[src/rtl/core/rect_fill_window_command_gen_core_macros.svh]
// Assertion helpers for the rectangle fill core, used by its sequencer (rfwc_back).
`ifndef RECT_FILL_WINDOW_COMMAND_GEN_CORE_MACROS_SVH
`define RECT_FILL_WINDOW_COMMAND_GEN_CORE_MACROS_SVH

`ifndef SYNTHESIS
`define RFWC_ASSERT(lbl, clk, rst_n, prop, msg) \
    lbl: assert property (@(posedge clk) disable iff (!(rst_n)) prop) \
        else $error(msg);
`define RFWC_ASSERT_NEVER(lbl, clk, rst_n, cond, msg) \
    lbl: assert property (@(posedge clk) disable iff (!(rst_n)) !(cond)) \
        else $error(msg);
`else
`define RFWC_ASSERT(lbl, clk, rst_n, prop, msg)
`define RFWC_ASSERT_NEVER(lbl, clk, rst_n, cond, msg)
`endif

`endif

[src/rtl/core/rfwc_pkg.sv]
package rfwc_pkg;

    typedef struct packed {
        logic signed [15:0] rect_x;
        logic signed [15:0] rect_y;
        logic signed [15:0] rect_w;
        logic signed [15:0] rect_h;
        logic        [15:0] fill_color;
    } t_in_item;

    typedef struct packed {
        logic [1:0]  kind;
        logic [7:0]  byte_value;
        logic [15:0] burst_color;
        logic [15:0] burst_count;
        logic        last;
    } t_out_item;

    typedef struct packed {
        logic [1:0] rotation;
        logic [7:0] panel_width;
        logic [7:0] panel_height;
    } t_cfg;

    // One clipped request, ready for the sequencer.
    typedef struct packed {
        logic [5:0][7:0] win;
        logic [15:0]     color;
        logic [15:0]     count;
    } t_job;

    localparam logic [1:0] KIND_CMD   = 2'd0;
    localparam logic [1:0] KIND_DATA  = 2'd1;
    localparam logic [1:0] KIND_BURST = 2'd2;

    localparam logic [7:0] CMD_COL_WINDOW = 8'h44;
    localparam logic [7:0] CMD_ROW_WINDOW = 8'h45;
    localparam logic [7:0] CMD_RAM_ADDR   = 8'h21;
    localparam logic [7:0] CMD_RAM_WRITE  = 8'h22;

    localparam logic [1:0] ROT_0   = 2'd0;
    localparam logic [1:0] ROT_90  = 2'd1;
    localparam logic [1:0] ROT_180 = 2'd2;
    localparam logic [1:0] ROT_270 = 2'd3;

    localparam logic [1:0] REG_ROTATION     = 2'd0;
    localparam logic [1:0] REG_PANEL_WIDTH  = 2'd1;
    localparam logic [1:0] REG_PANEL_HEIGHT = 2'd2;

    localparam logic [1:0] RST_ROTATION = 2'd2;
    localparam logic [7:0] RST_PANEL    = 8'd130;

    localparam int QUEUE_DEPTH = 2;
    localparam int SEQ_LEN     = 12;

endpackage

[src/rtl/core/rfwc_front.sv]
module rfwc_front (
    input  logic                i_clk,
    input  logic                i_rst_n,
    input  logic                i_push,
    input  rfwc_pkg::t_in_item  i_item,
    output logic                o_full,
    input  rfwc_pkg::t_cfg      i_cfg,
    output logic                o_job_valid,
    output rfwc_pkg::t_job      o_job,
    input  logic                i_job_full
);

    // Clip one axis: pos is already non-negative, len may be anything.
    function automatic logic signed [17:0] clip_len(input logic [14:0] pos,
                                                    input logic signed [16:0] len,
                                                    input logic [7:0] lim);
        logic signed [17:0] ext_len;
        logic signed [17:0] sum;
        logic signed [17:0] room;
        logic signed [17:0] lim_s;
        ext_len  = {len[16], len};
        lim_s    = $signed({10'd0, lim});
        sum      = $signed({3'b000, pos}) + ext_len;
        room     = lim_s - $signed({3'b000, pos});
        clip_len = (sum > lim_s) ? room : ext_len;
    endfunction

    // Stage 1: fold negative origin into the length.
    logic               r_s1_v;
    logic [14:0]        r_s1_x;
    logic [14:0]        r_s1_y;
    logic signed [16:0] r_s1_w;
    logic signed [16:0] r_s1_h;
    logic [15:0]        r_s1_color;

    // Stage 2: clipped rectangle, always non-empty when valid.
    logic               r_s2_v;
    logic [7:0]         r_s2_x;
    logic [7:0]         r_s2_y;
    logic [7:0]         r_s2_w;
    logic [7:0]         r_s2_h;
    logic [15:0]        r_s2_color;

    logic               en1;
    logic               en2;
    logic signed [16:0] n_s1_w;
    logic signed [16:0] n_s1_h;
    logic [7:0]         vis_w;
    logic [7:0]         vis_h;
    logic signed [17:0] clip_w;
    logic signed [17:0] clip_h;
    logic               non_empty;
    logic [7:0]         x1;
    logic [7:0]         x2;
    logic [7:0]         y1;
    logic [7:0]         y2;
    logic [7:0]         pw;
    logic [7:0]         ph;

    assign en2    = !r_s2_v || !i_job_full;
    assign en1    = !r_s1_v || en2;
    assign o_full = !en1;

    assign n_s1_w = i_item.rect_x[15]
                  ? ({i_item.rect_w[15], i_item.rect_w} + {i_item.rect_x[15], i_item.rect_x})
                  : {i_item.rect_w[15], i_item.rect_w};
    assign n_s1_h = i_item.rect_y[15]
                  ? ({i_item.rect_h[15], i_item.rect_h} + {i_item.rect_y[15], i_item.rect_y})
                  : {i_item.rect_h[15], i_item.rect_h};

    always_ff @(posedge i_clk) begin
        if (!i_rst_n) begin
            r_s1_v <= 1'b0;
        end else if (en1) begin
            r_s1_v <= i_push;
        end
    end

    always_ff @(posedge i_clk) begin
        if (en1) begin
            r_s1_x     <= i_item.rect_x[15] ? 15'd0 : i_item.rect_x[14:0];
            r_s1_y     <= i_item.rect_y[15] ? 15'd0 : i_item.rect_y[14:0];
            r_s1_w     <= n_s1_w;
            r_s1_h     <= n_s1_h;
            r_s1_color <= i_item.fill_color;
        end
    end

    // Odd rotation swaps the visible bounds.
    assign vis_w = i_cfg.rotation[0] ? i_cfg.panel_height : i_cfg.panel_width;
    assign vis_h = i_cfg.rotation[0] ? i_cfg.panel_width  : i_cfg.panel_height;

    assign clip_w    = clip_len(r_s1_x, r_s1_w, vis_w);
    assign clip_h    = clip_len(r_s1_y, r_s1_h, vis_h);
    assign non_empty = !clip_w[17] && (clip_w != 18'sd0) && !clip_h[17] && (clip_h != 18'sd0);

    // Drop empty requests here so they never reach the queue.
    always_ff @(posedge i_clk) begin
        if (!i_rst_n) begin
            r_s2_v <= 1'b0;
        end else if (en2) begin
            r_s2_v <= r_s1_v && non_empty;
        end
    end

    always_ff @(posedge i_clk) begin
        if (en2) begin
            r_s2_x     <= r_s1_x[7:0];
            r_s2_y     <= r_s1_y[7:0];
            r_s2_w     <= clip_w[7:0];
            r_s2_h     <= clip_h[7:0];
            r_s2_color <= r_s1_color;
        end
    end

    // Window bytes wrap at 8 bits.
    assign x1 = r_s2_x;
    assign y1 = r_s2_y;
    assign x2 = r_s2_x + r_s2_w - 8'd1;
    assign y2 = r_s2_y + r_s2_h - 8'd1;
    assign pw = i_cfg.panel_width;
    assign ph = i_cfg.panel_height;

    always_comb begin
        o_job.color = r_s2_color;
        o_job.count = {8'd0, r_s2_w} * {8'd0, r_s2_h};
        unique case (i_cfg.rotation)
            rfwc_pkg::ROT_0: begin
                o_job.win[0] = x2 + 8'd2;
                o_job.win[1] = x1 + 8'd2;
                o_job.win[2] = y2 + 8'd2;
                o_job.win[3] = y1 + 8'd2;
                o_job.win[4] = y1 + 8'd2;
                o_job.win[5] = x1 + 8'd2;
            end
            rfwc_pkg::ROT_90: begin
                o_job.win[0] = ph - y1 + 8'd1;
                o_job.win[1] = ph - y2 + 8'd1;
                o_job.win[2] = pw - x1 - 8'd1;
                o_job.win[3] = pw - x2 - 8'd1;
                o_job.win[4] = pw - x1 - 8'd1;
                o_job.win[5] = ph - y1 + 8'd1;
            end
            rfwc_pkg::ROT_180: begin
                o_job.win[0] = pw - x1 + 8'd1;
                o_job.win[1] = pw - x2 + 8'd1;
                o_job.win[2] = ph - y1 + 8'd1;
                o_job.win[3] = ph - y2 + 8'd1;
                o_job.win[4] = ph - y1 + 8'd1;
                o_job.win[5] = pw - x1 + 8'd1;
            end
            rfwc_pkg::ROT_270: begin
                o_job.win[0] = y2 + 8'd2;
                o_job.win[1] = y1 + 8'd2;
                o_job.win[2] = x2;
                o_job.win[3] = x1;
                o_job.win[4] = x1;
                o_job.win[5] = y1 + 8'd2;
            end
            default: begin
                o_job.win = '0;
            end
        endcase
    end

    assign o_job_valid = r_s2_v;

endmodule

[src/rtl/core/rfwc_queue.sv]
module rfwc_queue (
    input  logic            i_clk,
    input  logic            i_rst_n,
    input  logic            i_push,
    input  rfwc_pkg::t_job  i_data,
    output logic            o_full,
    output logic            o_empty,
    output rfwc_pkg::t_job  o_head,
    input  logic            i_pop
);

    localparam int PTR_W = $clog2(rfwc_pkg::QUEUE_DEPTH);
    localparam int CNT_W = $clog2(rfwc_pkg::QUEUE_DEPTH + 1);
    localparam logic [CNT_W-1:0] CNT_FULL = CNT_W'(rfwc_pkg::QUEUE_DEPTH);
    localparam logic [PTR_W-1:0] PTR_LAST = PTR_W'(rfwc_pkg::QUEUE_DEPTH - 1);

    rfwc_pkg::t_job   r_mem [rfwc_pkg::QUEUE_DEPTH];
    logic [PTR_W-1:0] r_wr_ptr;
    logic [PTR_W-1:0] r_rd_ptr;
    logic [CNT_W-1:0] r_count;
    logic             do_push;
    logic             do_pop;

    assign o_full  = (r_count == CNT_FULL);
    assign o_empty = (r_count == '0);
    assign do_push = i_push && !o_full;
    assign do_pop  = i_pop && !o_empty;
    assign o_head  = r_mem[r_rd_ptr];

    always_ff @(posedge i_clk) begin
        if (do_push) begin
            r_mem[r_wr_ptr] <= i_data;
        end
    end

    always_ff @(posedge i_clk) begin
        if (!i_rst_n) begin
            r_wr_ptr <= '0;
            r_rd_ptr <= '0;
            r_count  <= '0;
        end else begin
            if (do_push) begin
                r_wr_ptr <= (r_wr_ptr == PTR_LAST) ? '0 : r_wr_ptr + 1'b1;
            end
            if (do_pop) begin
                r_rd_ptr <= (r_rd_ptr == PTR_LAST) ? '0 : r_rd_ptr + 1'b1;
            end
            if (do_push && !do_pop) begin
                r_count <= r_count + 1'b1;
            end else if (do_pop && !do_push) begin
                r_count <= r_count - 1'b1;
            end
        end
    end

endmodule

[src/rtl/core/rfwc_back.sv]
`include "rect_fill_window_command_gen_core_macros.svh"

module rfwc_back (
    input  logic                i_clk,
    input  logic                i_rst_n,
    input  logic                i_job_empty,
    input  rfwc_pkg::t_job      i_job,
    output logic                o_job_pop,
    output rfwc_pkg::t_out_item o_item,
    output logic                o_empty,
    input  logic                i_pop
);

    localparam int STEP_W = $clog2(rfwc_pkg::SEQ_LEN);
    localparam logic [STEP_W-1:0] STEP_LAST = STEP_W'(rfwc_pkg::SEQ_LEN - 1);

    rfwc_pkg::t_job      r_job;
    logic                r_busy;
    logic [STEP_W-1:0]   r_step;
    logic                r_out_v;
    rfwc_pkg::t_out_item r_out;
    rfwc_pkg::t_out_item n_item;
    logic                load_out;
    logic                emit;
    logic                fetch;

    assign load_out  = !r_out_v || i_pop;
    assign emit      = r_busy && load_out;
    // Take the next job as the current one hands over its final beat.
    assign fetch     = !i_job_empty && (!r_busy || (emit && r_step == STEP_LAST));
    assign o_job_pop = fetch;

    always_comb begin
        n_item = '0;
        unique case (r_step)
            STEP_W'(0): begin
                n_item.kind       = rfwc_pkg::KIND_CMD;
                n_item.byte_value = rfwc_pkg::CMD_COL_WINDOW;
            end
            STEP_W'(1), STEP_W'(2): begin
                n_item.kind       = rfwc_pkg::KIND_DATA;
                n_item.byte_value = r_step[0] ? r_job.win[0] : r_job.win[1];
            end
            STEP_W'(3): begin
                n_item.kind       = rfwc_pkg::KIND_CMD;
                n_item.byte_value = rfwc_pkg::CMD_ROW_WINDOW;
            end
            STEP_W'(4), STEP_W'(5): begin
                n_item.kind       = rfwc_pkg::KIND_DATA;
                n_item.byte_value = r_step[0] ? r_job.win[3] : r_job.win[2];
            end
            STEP_W'(6): begin
                n_item.kind       = rfwc_pkg::KIND_CMD;
                n_item.byte_value = rfwc_pkg::CMD_RAM_ADDR;
            end
            STEP_W'(7), STEP_W'(8): begin
                n_item.kind       = rfwc_pkg::KIND_DATA;
                n_item.byte_value = r_step[0] ? r_job.win[4] : r_job.win[5];
            end
            STEP_W'(9), STEP_W'(10): begin
                n_item.kind       = rfwc_pkg::KIND_CMD;
                n_item.byte_value = rfwc_pkg::CMD_RAM_WRITE;
            end
            STEP_W'(11): begin
                n_item.kind        = rfwc_pkg::KIND_BURST;
                n_item.burst_color = r_job.color;
                n_item.burst_count = r_job.count;
                n_item.last        = 1'b1;
            end
            default: begin
                n_item = '0;
            end
        endcase
    end

    always_ff @(posedge i_clk) begin
        if (!i_rst_n) begin
            r_busy <= 1'b0;
            r_step <= '0;
        end else if (fetch) begin
            r_busy <= 1'b1;
            r_step <= '0;
        end else if (emit) begin
            if (r_step == STEP_LAST) begin
                r_busy <= 1'b0;
            end else begin
                r_step <= r_step + 1'b1;
            end
        end
    end

    always_ff @(posedge i_clk) begin
        if (fetch) begin
            r_job <= i_job;
        end
    end

    always_ff @(posedge i_clk) begin
        if (!i_rst_n) begin
            r_out_v <= 1'b0;
        end else if (load_out) begin
            r_out_v <= r_busy;
        end
    end

    always_ff @(posedge i_clk) begin
        if (emit) begin
            r_out <= n_item;
        end
    end

    assign o_item  = r_out;
    assign o_empty = !r_out_v;

    `RFWC_ASSERT(a_step_in_range, i_clk, i_rst_n, r_busy |-> (r_step <= STEP_LAST), "sequencer step out of range")
    `RFWC_ASSERT(a_fetch_when_free, i_clk, i_rst_n, fetch |-> (!r_busy || (emit && r_step == STEP_LAST)), "job fetched while sequence in flight")
    `RFWC_ASSERT(a_new_job_from_start, i_clk, i_rst_n, $past(fetch) |-> (r_busy && r_step == '0), "new job did not start at the first command")
    `RFWC_ASSERT(a_last_only_on_burst, i_clk, i_rst_n, (r_out_v && r_out.last) |-> (r_out.kind == rfwc_pkg::KIND_BURST), "last flag on a non-burst beat")
    `RFWC_ASSERT_NEVER(a_no_pop_when_empty, i_clk, i_rst_n, o_job_pop && i_job_empty, "job queue popped while empty")

endmodule

[src/rtl/core/rect_fill_window_command_gen_core.sv]
// Rectangle fill command generator.
// Input channel: push/full with one fill request per beat (rect_x, rect_y,
// rect_w, rect_h, fill_color). Result channel: empty/pop, one controller
// beat at a time: command 0x44 and two window bytes, 0x45 and two bytes,
// 0x21 and two bytes, two 0x22 commands, then the pixel burst with last set.
// A request whose clipped rectangle is empty produces no beats at all.
// A request passes stage 1, stage 2, the job queue and the sequencer, and its
// first beat is registered in the output stage before it shows on the ports.
// Throughput: twelve beats per request, one beat per cycle while pop is high;
// the sequencer takes the next job as it hands over the last beat of the
// current one. Two clip stages and a two-entry job queue sit in front of it,
// so up to four requests are absorbed while the result side stalls; full rises
// once they are all taken, and beats are held while pop is low.
// Configuration (APB byte offsets 0x0 rotation, 0x4 panel_width, 0x8
// panel_height) must be changed only while the block is idle (not enforced).
// Reset: synchronous, active low; empties all stages and the queue and loads
// rotation 2 and a 130 by 130 panel.
module rect_fill_window_command_gen_core (
    input  logic                i_clk,
    input  logic                i_rst_n,
    input  logic                push,
    output logic                full,
    input  rfwc_pkg::t_in_item  i_item,
    output logic                empty,
    input  logic                pop,
    output rfwc_pkg::t_out_item o_item,
    input  logic                psel,
    input  logic                penable,
    input  logic                pwrite,
    input  logic [3:0]          paddr,
    input  logic [31:0]         pwdata,
    output logic [31:0]         prdata,
    output logic                pready
);

    rfwc_pkg::t_cfg r_cfg;
    logic           cfg_wr;
    logic [1:0]     reg_idx;
    logic           job_valid;
    rfwc_pkg::t_job job_in;
    logic           job_full;
    logic           job_empty;
    rfwc_pkg::t_job job_head;
    logic           job_pop;

    assign pready  = 1'b1;
    assign cfg_wr  = psel && penable && pwrite && pready;
    assign reg_idx = paddr[3:2];

    always_ff @(posedge i_clk) begin
        if (!i_rst_n) begin
            r_cfg.rotation     <= rfwc_pkg::RST_ROTATION;
            r_cfg.panel_width  <= rfwc_pkg::RST_PANEL;
            r_cfg.panel_height <= rfwc_pkg::RST_PANEL;
        end else if (cfg_wr) begin
            unique case (reg_idx)
                rfwc_pkg::REG_ROTATION:     r_cfg.rotation     <= pwdata[1:0];
                rfwc_pkg::REG_PANEL_WIDTH:  r_cfg.panel_width  <= pwdata[7:0];
                rfwc_pkg::REG_PANEL_HEIGHT: r_cfg.panel_height <= pwdata[7:0];
                default: begin
                end
            endcase
        end
    end

    always_comb begin
        unique case (reg_idx)
            rfwc_pkg::REG_ROTATION:     prdata = {30'd0, r_cfg.rotation};
            rfwc_pkg::REG_PANEL_WIDTH:  prdata = {24'd0, r_cfg.panel_width};
            rfwc_pkg::REG_PANEL_HEIGHT: prdata = {24'd0, r_cfg.panel_height};
            default:                    prdata = '0;
        endcase
    end

    rfwc_front u_front (
        .i_clk       (i_clk),
        .i_rst_n     (i_rst_n),
        .i_push      (push),
        .i_item      (i_item),
        .o_full      (full),
        .i_cfg       (r_cfg),
        .o_job_valid (job_valid),
        .o_job       (job_in),
        .i_job_full  (job_full)
    );

    rfwc_queue u_queue (
        .i_clk   (i_clk),
        .i_rst_n (i_rst_n),
        .i_push  (job_valid),
        .i_data  (job_in),
        .o_full  (job_full),
        .o_empty (job_empty),
        .o_head  (job_head),
        .i_pop   (job_pop)
    );

    rfwc_back u_back (
        .i_clk       (i_clk),
        .i_rst_n     (i_rst_n),
        .i_job_empty (job_empty),
        .i_job       (job_head),
        .o_job_pop   (job_pop),
        .o_item      (o_item),
        .o_empty     (empty),
        .i_pop       (pop)
    );

endmodule
[config.mk]
export PLATFORM = sky130hd
export DESIGN_NAME = rect_fill_window_command_gen_core
export DESIGN_NICKNAME = d
export VERILOG_FILES = /design/src/rtl/core/rfwc_pkg.sv /design/src/rtl/core/rfwc_front.sv /design/src/rtl/core/rfwc_queue.sv /design/src/rtl/core/rfwc_back.sv /design/src/rtl/core/rect_fill_window_command_gen_core.sv
export VERILOG_INCLUDE_DIRS = /design/src /design/src/rtl/core
export SDC_FILE = /design/constraint.sdc
export NUM_CORES = 1
export LEC_CHECK = 0
export BUFFER_PORTS_ARGS = -buffer_cell sky130_fd_sc_hd__buf_2
export CAP_MARGIN = 10
export CORE_MARGIN = 1.5
export CORE_UTILIZATION = 45
export CTS_CLUSTER_DIAMETER = 60
export DETAILED_ROUTE_END_ITERATION = 12
export PLACE_DENSITY = 0.71
export SLEW_MARGIN = 15
export SYNTH_ARGS = -nofsm -noshare
export SYNTH_HDL_FRONTEND = slang
export SYNTH_SLANG_ARGS = --single-unit
[constraint.sdc]
create_clock -name i_clk -period 6.05 [get_ports i_clk]
set_clock_uncertainty 0.05 [all_clocks]
set_input_delay 0.605 -clock i_clk [delete_from_list [all_inputs] [get_ports i_clk]]
set_output_delay 0.605 -clock i_clk [all_outputs]
set_load 0.03 [all_outputs]
==> results of run 1 <==
sequential cells by signal, indices dropped and copies added (netlist names), 16 cells and up:
| name | flops |
|---|---|
| u_queue.r_mem | 160 |
| u_back.r_job | 80 |
| u_back.o_item | 42 |
| r_cfg | 18 |
| u_front.r_s1_h | 17 |
| u_front.r_s1_w | 17 |
| u_front.r_s1_color | 16 |
| u_front.r_s2_color | 16 |
stage by stage:
step	instances	cell area, sq um	hold WS (ns)	setup slack [ns]
detailed placement	3120	27900	0.355	0.953
floorplan	2294	26500	0.350	1.46
global route	3210	29400	0.115	0.542
finish	3210	29400	0.139	0.925
global placement	3120	27900	0.353	1.08
CTS	3207	29400	0.114	0.928
cell type report:
| cell class | instances | area, sq um |
|---|---|---|
| Fill cell | 5029 | 28400 |
| Sequential cell | 440 | 12900 |
| Multi-Input combinational cell | 1540 | 12300 |
| Clock buffer | 55 | 1220 |
| Tap cell | 765 | 957 |
| Timing Repair Buffer | 161 | 836 |
| Inverter | 214 | 803 |
| Clock inverter | 32 | 342 |
| Antenna cell | 3 | 7.51 |
metal layers:
metal / GRT usage, % / wire length, microns / up-vias
met2: 33.2 / 28300 / 481
li1: - / - / 8466
met5: 0 / 20 / -
met3: 3.72 / 3290 / 109
met4: 7.82 / 2040 / 4
met1: 24.1 / 25000 / 8351
synth_stat cells, types with 26 or more instances:
cell type	number	area [sq um]
clkbuf_1	68	255
a21oi_1	103	515
mux2_2	115	1290
edfxtp_1	410	12300
buf_4	26	195
nand3_1	39	195
xor2_1	48	420
dfxtp_1	30	601
and3_1	41	257
nor2b_1	66	413
nand2_1	143	537
ha_1	209	2620
a21o_1	34	255
mux2i_1	33	330
o21ai_0	61	305
fa_1	48	961
nor3_1	33	165
xnor2_1	96	841
nor2_1	150	563
inv_1	211	792
path summary, 6_finish.rpt:
check / to / slack, ns
worst max-delay path: u_queue.r_mem[0][13]$_DFFE_PP_ / 0.93
worst min-delay path: u_front.r_s1_color[4]$_DFFE_PN_ / 0.14
worst max register to register: u_queue.r_mem[0][13]$_DFFE_PP_ / 0.93
worst min register to register: u_front.r_s2_color[1]$_DFFE_PP_ / 0.37
cell usage in the layout (no fill, tap or decap), drive strengths merged, types with 55 or more instances in the layout:
| master | synthesis | routed |
|---|---|---|
| edfxtp | 410 | 410 |
| inv | 212 | 218 |
| ha | 209 | 209 |
| buf | 32 | 161 |
| nor2 | 150 | 150 |
| nand2 | 143 | 143 |
| mux2 | 128 | 128 |
| a21oi | 103 | 103 |
| xnor2 | 96 | 96 |
| nor2b | 66 | 66 |
| o21ai | 64 | 64 |
| clkbuf | 68 | 55 |
report_power, final:
part	internal, mW	total [mW]	switching [mW]
Combinational	2.10	5.12	3.03
Clock	1.67	2.85	1.18
Sequential	4.17	4.38	0.209
worst max-delay path, stage by stage (launching register included):
cell	delay [ns]
edfxtp_1	0.42
inv_1	0.24
nor2_1	0.11
fa_1	0.45
fa_1	0.54
inv_1	0.06
fa_1	0.46
fa_1	0.54
inv_1	0.05
ha_1	0.31
o21ai_0	0.12
a21boi_0	0.26
o21ai_0	0.14
a21boi_0	0.24
o21ai_0	0.14
a21boi_0	0.28
o21ai_0	0.16
nor2b_1	0.17
xnor2_1	0.13
cells by family (layout without fill, tap and decap cells):
kind of cell | after synthesis | count (layout) | share of synthesized area [%]
XOR/XNOR | 144 | 144 | 4.77
adder cells (fa/ha/maj) | 257 | 257 | 13.5
multiplexers | 174 | 174 | 7.81
flip-flops | 440 | 440 | 48.9
AO/OA/AOI/OAI | 380 | 380 | 9.80
buffers and inverters | 314 | 462 | 4.86
other | 2 | 28 | 0.0284
AND/OR/NAND/NOR | 560 | 560 | 10.3
==> results.md, run 1 <==
- Outcome: complete, no violations
- Core footprint: 57800 sq um
- Clock transition at path regs: 0.06 ns
- GPL Wtd Cong: 0.891
- Tot Pwr: 12.4 mW
- Post-synthesis sequential area ratio: 48.9%
- Max_cap viols: 0
- Layout cells sized above 1: 16.1%
- Ys flop type: edfxtp_1
- Clk sink count: 440
- Clk root buf: clkbuf_16
- Arrival time worst endpoint: 5.41 ns
- Die width: 245 microns
- HP Class: in -> reg
- H-tree Lvls: 2
- CTS hold repair buffers: 0
- Leakage power: 11.9 nW
- Post-synth EDFFs: 410
- Min Tclk post-route: 5.12 ns
- Unrepaired setup endpoints after global routing: no
- Remaining global-route overflow: 0
- Number of port buffers: 149
- Synth unique cells: 86
- Vias/cell: 5.42
- Hold Crit Start: i_item[4]
- Die height: 245 microns
- Power Density: 420 nW/um^2
- Mean Syn Cell Area: 11.6 sq um
- Required time worst endpoint: 6.34 ns
- Initial antenna violation count: 6
- Max Freq: 195 MHz
- Hold path cells: 1
- First-pass GRT wire length: 92000 microns
- Final Hold Viols: 0
- Drt first-iter violations: 1018
- Final Cycle Share: 84.7%
- Reg-to-reg startpoint: u_front.r_s2_w[1]$_DFFE_PP_
- Ys async rst share: 0%
- Worst VDD drop: 0.000286 V
- FF-to-FF path depth: 18
- Setup crit start: u_front.r_s2_w[1]$_DFFE_PP_
- Final Core Density: 50.9%
- Max transition margin: 27.2%
- Starting Density: 45.7%
- Initial DRT Pass Iterations: 5
- Fin. max-slew vios: 0
- Site row count: 88
- I/O pins: 201
- Kind of critical path: reg -> reg
- Slew @ Worst Pin: 1.09 ns
- Aggregate negative setup slack: 0 ns
- GR Util All Layers: 19.4%
- Max FO, Critical Path: 7
- Post-Synthesis Cells: 2271
- Clk Latency, worst-skew pair: 0.60 ns
- Largest net degree at the start of global routing: 81
- Detailed Route WL: 58700 microns
- Vias in the first global route: 17600
- Setup violators final: 0
- Layout area overhead: 11.4%
- Crit path launch type: register
- Clock buffer depth: 3
- CTS tree: built
- Routed Antenna Nets: 0
- Post-CTS Resized: 0
- Wirelength per Cell: 18.3 microns
- Yosys Warn Count: 0
- Die area: 60200 sq um
- DRC violation count after routing: 0
- Crit. End Element: register
- Setup bufs post-CTS: 0
- Total CTS buffers: 47
- Layout Nets: 2784
- Syn Std Cell Area: 26400 sq um
- Via count: 17400
- Yosys reg bits: 440
- Post-DP HPWL: 44900 microns
Power figures use the tool's default switching activity.
==> inputs of run 2 (changes only) <==
Clock period 6.05 ns to 5.1 ns, I/O delays scaled along.
==> run 2 against run 1 <==
Against the previous run: sequential share of layout area is 0.28 points lower; wire length decreased by 0.18%; global-route usage fell by 0.065 points; flip-flop and latch count did not move; utilization grew 0.33 points; via count down 0.28%; cell area rose by 0.64%; setup slack worse by 0.64 ns; critical path depth unchanged; power increased by 21%; sequential power grew 19%.
==> results.md, run 2 (synthesis results as in run 1) <==
- Hold Crit Start: i_item[6]
- Slew @ Worst Pin: 1.12 ns
- Inst Count DP: 3135
- Initial antenna violation count: 6
- Comb pwr share: 41.6%
- First-pass GRT wire length: 91900 microns
- CTS hold repair buffers: 0
- Max_cap viols: 0
- GPL Wtd Cong: 0.916
- Layout Nets: 2799
- Design area: 29600 sq um
- Most common cell after layout, fill and taps aside: edfxtp_1
- Outcome: complete, no violations
- Layout area overhead: 12.1%
- Clk sink count: 440
- Internal cell power: 9.65 mW
- Die height: 245 microns
- Detailed Route WL: 58600 microns
- Largest net degree at the start of global routing: 82
- Kind of critical path: reg -> reg
- Unrepaired setup endpoints after global routing: no
- Placed Area: 28000 sq um
- Most frequent cells in the layout: edfxtp_1 (410), inv_1 (209), ha_1 (209)
- Clk Latency, worst-skew pair: 0.59 ns
- Final Cycle Share: 94.3%
- Clock transition at path regs: 0.06 ns
- Post-route insts no fill: 3221
- Worst VDD drop: 0.000329 V
- Drt first-iter violations: 940
- Final Core Density: 51.2%
- Max FO, Critical Path: 5
- Arrival time worst endpoint: 5.08 ns
- Setup crit start: u_front.r_s2_h[3]$_DFFE_PP_
- Tot Pwr: 14.9 mW
- Die area: 60200 sq um
- Fin. max-slew vios: 0
- Layout cells sized above 1: 16.5%
- Total CTS buffers: 46
- DRC violation count after routing: 0
- Reg-to-reg startpoint: u_front.r_s2_h[3]$_DFFE_PP_
- Max Freq: 208 MHz
- Min Tclk post-route: 4.81 ns
- Final Hold Viols: 0
- Required time worst endpoint: 5.37 ns
- Site row count: 88
- Via count: 17400
- Clock buffer depth: 3
- Sequential share of power: 34.9%
- Remaining global-route overflow: 0
- CTS tree: built
- Leakage power: 12.0 nW
- Max transition margin: 25.4%
- Power Density: 504 nW/um^2
- Vias in the first global route: 17300
- Post-DP HPWL: 44800 microns
- Aggregate negative setup slack: 0 ns
- Reg2reg setup slack: 0.29 ns
- Crit. End Element: register
- Setup violators final: 0
- Routed Antenna Nets: 0
- GR Util All Layers: 19.4%
- Crit path launch type: register
- Die width: 245 microns
- Initial DRT Pass Iterations: 5
- H-tree Lvls: 2
- Sw frac: 35.3%
- Register with the most flip-flops: u_queue.r_mem
- Number of flip-flops in the largest register: 160
- Clk pwr share: 23.5%
- Sw power: 5.27 mW
- HP Class: in -> reg
- Clk root buf: clkbuf_16
- Starting Density: 45.7%
- Number of port buffers: 149
- Wirelength per Cell: 18.2 microns
- I/O pins: 201
- Vias/cell: 5.39
- Core footprint: 57800 sq um
[run 2: changes by cell type in the layout (fill, tap and decap cells not counted), moves of 2 or more]
cell | before | now
clkinv_2 | 10 | 3
clkbuf_1 | 7 | 13
clkinv_1 | 10 | 6
a21boi_1 | 1 | 5
o21ai_0 | 61 | 59
a21boi_0 | 12 | 8
bufinv_16 | 5 | 8
inv_6 | 4 | 1
buf_4 | 12 | 27
diode_2 | 3 | 1
o21ai_1 | 2 | 4
[run 2: metal layers]
layer	wire length [microns]	vias to the layer above	track usage [%]
met5	37	-	0
met2	28100	435	33.2
met4	1780	6	6.19
met1	25500	8328	24.8
met3	3120	103	3.32
li1	-	8491	-
[run 2: cell type report]
class	instances	area (sq um)
fill	5011	28200
sequential	440	12900
multi-input combinational	1540	12400
clock buffer	61	1230
timing repair buffer	177	968
tap	765	957
inverter	214	803
clock inverter	23	384
antenna	1	2.50
[run 2: power groups by stage]
stage / Combinational (mW) / Sequential (mW) / Clock [mW]
2_1_floorplan: 4.52 / 5.29 / 0
3_3_place_gp: 5.96 / 5.27 / 0
3_5_place_dp: 6.15 / 5.29 / 0
4_1_cts: 6.22 / 5.22 / 3.58
5_1_grt: 6.97 / 5.25 / 3.72
6_report: 6.20 / 5.21 / 3.50
[run 2: critical path: stages, from the launching register on]
cell	delay, ns
edfxtp_1	0.46
inv_1	0.18
nor2_1	0.08
fa_1	0.42
fa_1	0.56
inv_1	0.05
fa_1	0.46
fa_1	0.54
inv_1	0.05
ha_1	0.33
inv_1	0.06
o21ai_0	0.08
a21oi_1	0.23
o21ai_0	0.13
a21oi_1	0.22
nand2b_1	0.14
a21boi_1	0.09
o41ai_2	0.27
xnor2_1	0.13
[run 2: timing repair]
item,4_1_cts,5_1_grt
resized for setup,0,7
endpoints found under the setup margin,0,6
setup buffers,0,1
[run 2: final timing paths]
path	end	cells after the start
max	u_queue.r_mem[1][14]$_DFFE_PP_	18
min	u_front.r_s1_color[6]$_DFFE_PN_	1
max reg2reg	u_queue.r_mem[1][14]$_DFFE_PP_	18
min reg2reg	u_front.r_s2_color[15]$_DFFE_PP_	0
[run 2: metrics by stage]
step	worst slack (ns)	hold WS, ns
after floorplan	0.505	0.350
after global placement	0.219	0.355
after detailed placement	0.104	0.355
after CTS	0.0765	0.0196
after global routing	0.0193	0.0231
final	0.289	0.0561
==> inputs of run 3 (changes only) <==
Settings changed: PLACE_DENSITY 0.71 to 0.69.
==> run 3 against run 2 <==
Against the previous run: register-to-register slack worse by 0.03 ns; cell area is 0.32% lower; clock power fell by 7.7%; clock-buffer cell count fell by 3; sequential power about the same; combinational power rose by 1%; fmax shrank 0.57%; non-clock buffer count grew 2; worst hold slack worse by 0.0030 ns; flip-flop and latch count unchanged; wire length is 1.2% higher; via count increased by 0.26%.
==> results.md, run 3 (synthesis results as in run 1) <==
- Max FO, Critical Path: 12
- Kind of critical path: reg -> reg
- Remaining global-route overflow: 0
- Largest net degree at the start of global routing: 82
- Drt first-iter violations: 1141
- Aggregate negative setup slack: 0 ns
- Initial antenna violation count: 6
- Clk Latency, worst-skew pair: 0.59 ns
- I/O pins: 201
- Required time worst endpoint: 5.58 ns
- H-tree Lvls: 2
- Post-route insts no fill: 3224
- Min Tclk post-route: 4.84 ns
- First-pass GRT wire length: 91800 microns
- Layout area overhead: 11.8%
- Sequential share of power: 35.3%
- Most common cell after layout, fill and taps aside: edfxtp_1
- Total CTS buffers: 46
- Clock transition at path regs: 0.06 ns
- Clk sink count: 440
- Number of port buffers: 149
- Core footprint: 57800 sq um
- Sw frac: 36.0%
- Register with the most flip-flops: u_queue.r_mem
- Vias in the first global route: 17200
- Clk root buf: clkbuf_16
- Final Hold Viols: 0
- Max_cap viols: 0
- Starting Density: 45.7%
- Clock buffer depth: 3
- Setup violators final: 0
- Crit path launch type: register
- DRC violation count after routing: 0
- Internal cell power: 9.40 mW
- Die height: 245 microns
- HP Class: in -> reg
- Crit. End Element: register
- GR Util All Layers: 19.5%
- Wirelength per Cell: 18.4 microns
- Fin. max-slew vios: 0
- Outcome: complete, no violations
- Unrepaired setup endpoints after global routing: no
- CTS tree: built
- Site row count: 88
- Slew @ Worst Pin: 1.12 ns
- Layout Nets: 2801
- Die area: 60200 sq um
- Layout cells sized above 1: 16.7%
- Worst VDD drop: 0.000466 V
- Via count: 17400
- Inst Count DP: 3136
- Power Density: 497 nW/um^2
- Die width: 245 microns
- Final Cycle Share: 94.9%
- Max Freq: 207 MHz
- Number of flip-flops in the largest register: 160
- Most frequent cells in the layout: edfxtp_1 (410), ha_1 (209), inv_1 (208)
- GPL Wtd Cong: 0.940
- Initial DRT Pass Iterations: 8
- Comb pwr share: 42.6%
- Clk pwr share: 22.0%
- Detailed Route WL: 59300 microns
- Routed Antenna Nets: 0
- Leakage power: 12.0 nW
- Vias/cell: 5.40
- Sw power: 5.28 mW
- Tot Pwr: 14.7 mW
- Max transition margin: 25.5%
- Final Core Density: 51.1%
- Arrival time worst endpoint: 5.32 ns
- Post-DP HPWL: 45200 microns
[run 3: cell types whose count changed in the layout (fill, tap and decap cells not counted), sizes merged]
cell and delta:
clkinv +8, bufinv -6, clkbuf -3, buf +2, clkinvlp +2, diode +1
inv -1
[run 3: power by group through the flow]
stage,Sequential [mW],Clock (mW),Combinational (mW)
after global placement,5.26,0,6.07
final,5.19,3.23,6.26
after detailed placement,5.27,0,6.21
after CTS,5.19,3.32,6.27
after global routing,5.23,3.47,7.00
after floorplan,5.29,0,4.52
[run 3: timing repair]
item                       CTS  global route
buffers inserted             0             2
setup endpoints to repair    0            12
gates resized for setup      0             8
hold buffers                 0             0
[run 3: critical path: stages, from the launching register on]
cell and delay [ns]:
edfxtp_1 0.50, ha_1 0.28, fa_1 0.40, a21oi_1 0.25, a2bb2oi_2 0.26, nor2b_1 0.19, xnor2_1 0.08, ha_1 0.20
a211o_1 0.28, o221ai_1 0.18, a21oi_1 0.08, o22a_1 0.24, nor4_2 0.32, a41oi_1 0.22, o221ai_2 0.58, nor3_1 0.15
o2111ai_1 0.32, o211a_1 0.22
[run 3: final cells by class]
class                           count  area (sq um)
Fill cell                        4990         28300
Antenna cell                        2          5.00
Sequential cell                   440         12900
Clock inverter                     26           249
Tap cell                          765           957
Timing Repair Buffer              179           983
Inverter                          214           807
Clock buffer                       58          1240
Multi-Input combinational cell   1540         12400
[run 3: path summary, 6_finish.rpt]
path                                   start  cells past startpoint                          endpoint  slack [ns]
min                                i_item[2]                      1   u_front.r_s1_color[2]$_DFFE_PN_        0.05
max              u_front.r_s1_h[0]$_DFFE_PN_                     17  u_front.o_job_valid$_SDFFE_PN0P_        0.26
max reg2reg      u_front.r_s1_h[0]$_DFFE_PN_                     17  u_front.o_job_valid$_SDFFE_PN0P_        0.26
min reg2reg  u_front.r_s1_color[1]$_DFFE_PN_                      0   u_front.r_s2_color[1]$_DFFE_PP_        0.36
[run 3: per-layer routing]
metal	up-vias	wire, microns	global-route usage, %
li1	8491	-	-
met1	8340	25600	24.7
met2	445	28400	33.2
met3	126	3130	3.49
met4	6	2080	7.32
met5	-	45	0
[run 3: per-stage QoR]
step,setup WS [ns],hold slack (ns),instance area [sq um]
4_1_cts,0.107,0.0185,29500
3_5_place_dp,0.133,0.357,28000
5_1_grt,0.00137,0.0199,29500
3_3_place_gp,0.244,0.354,28000
2_1_floorplan,0.505,0.350,26500
6_report,0.262,0.0532,29500
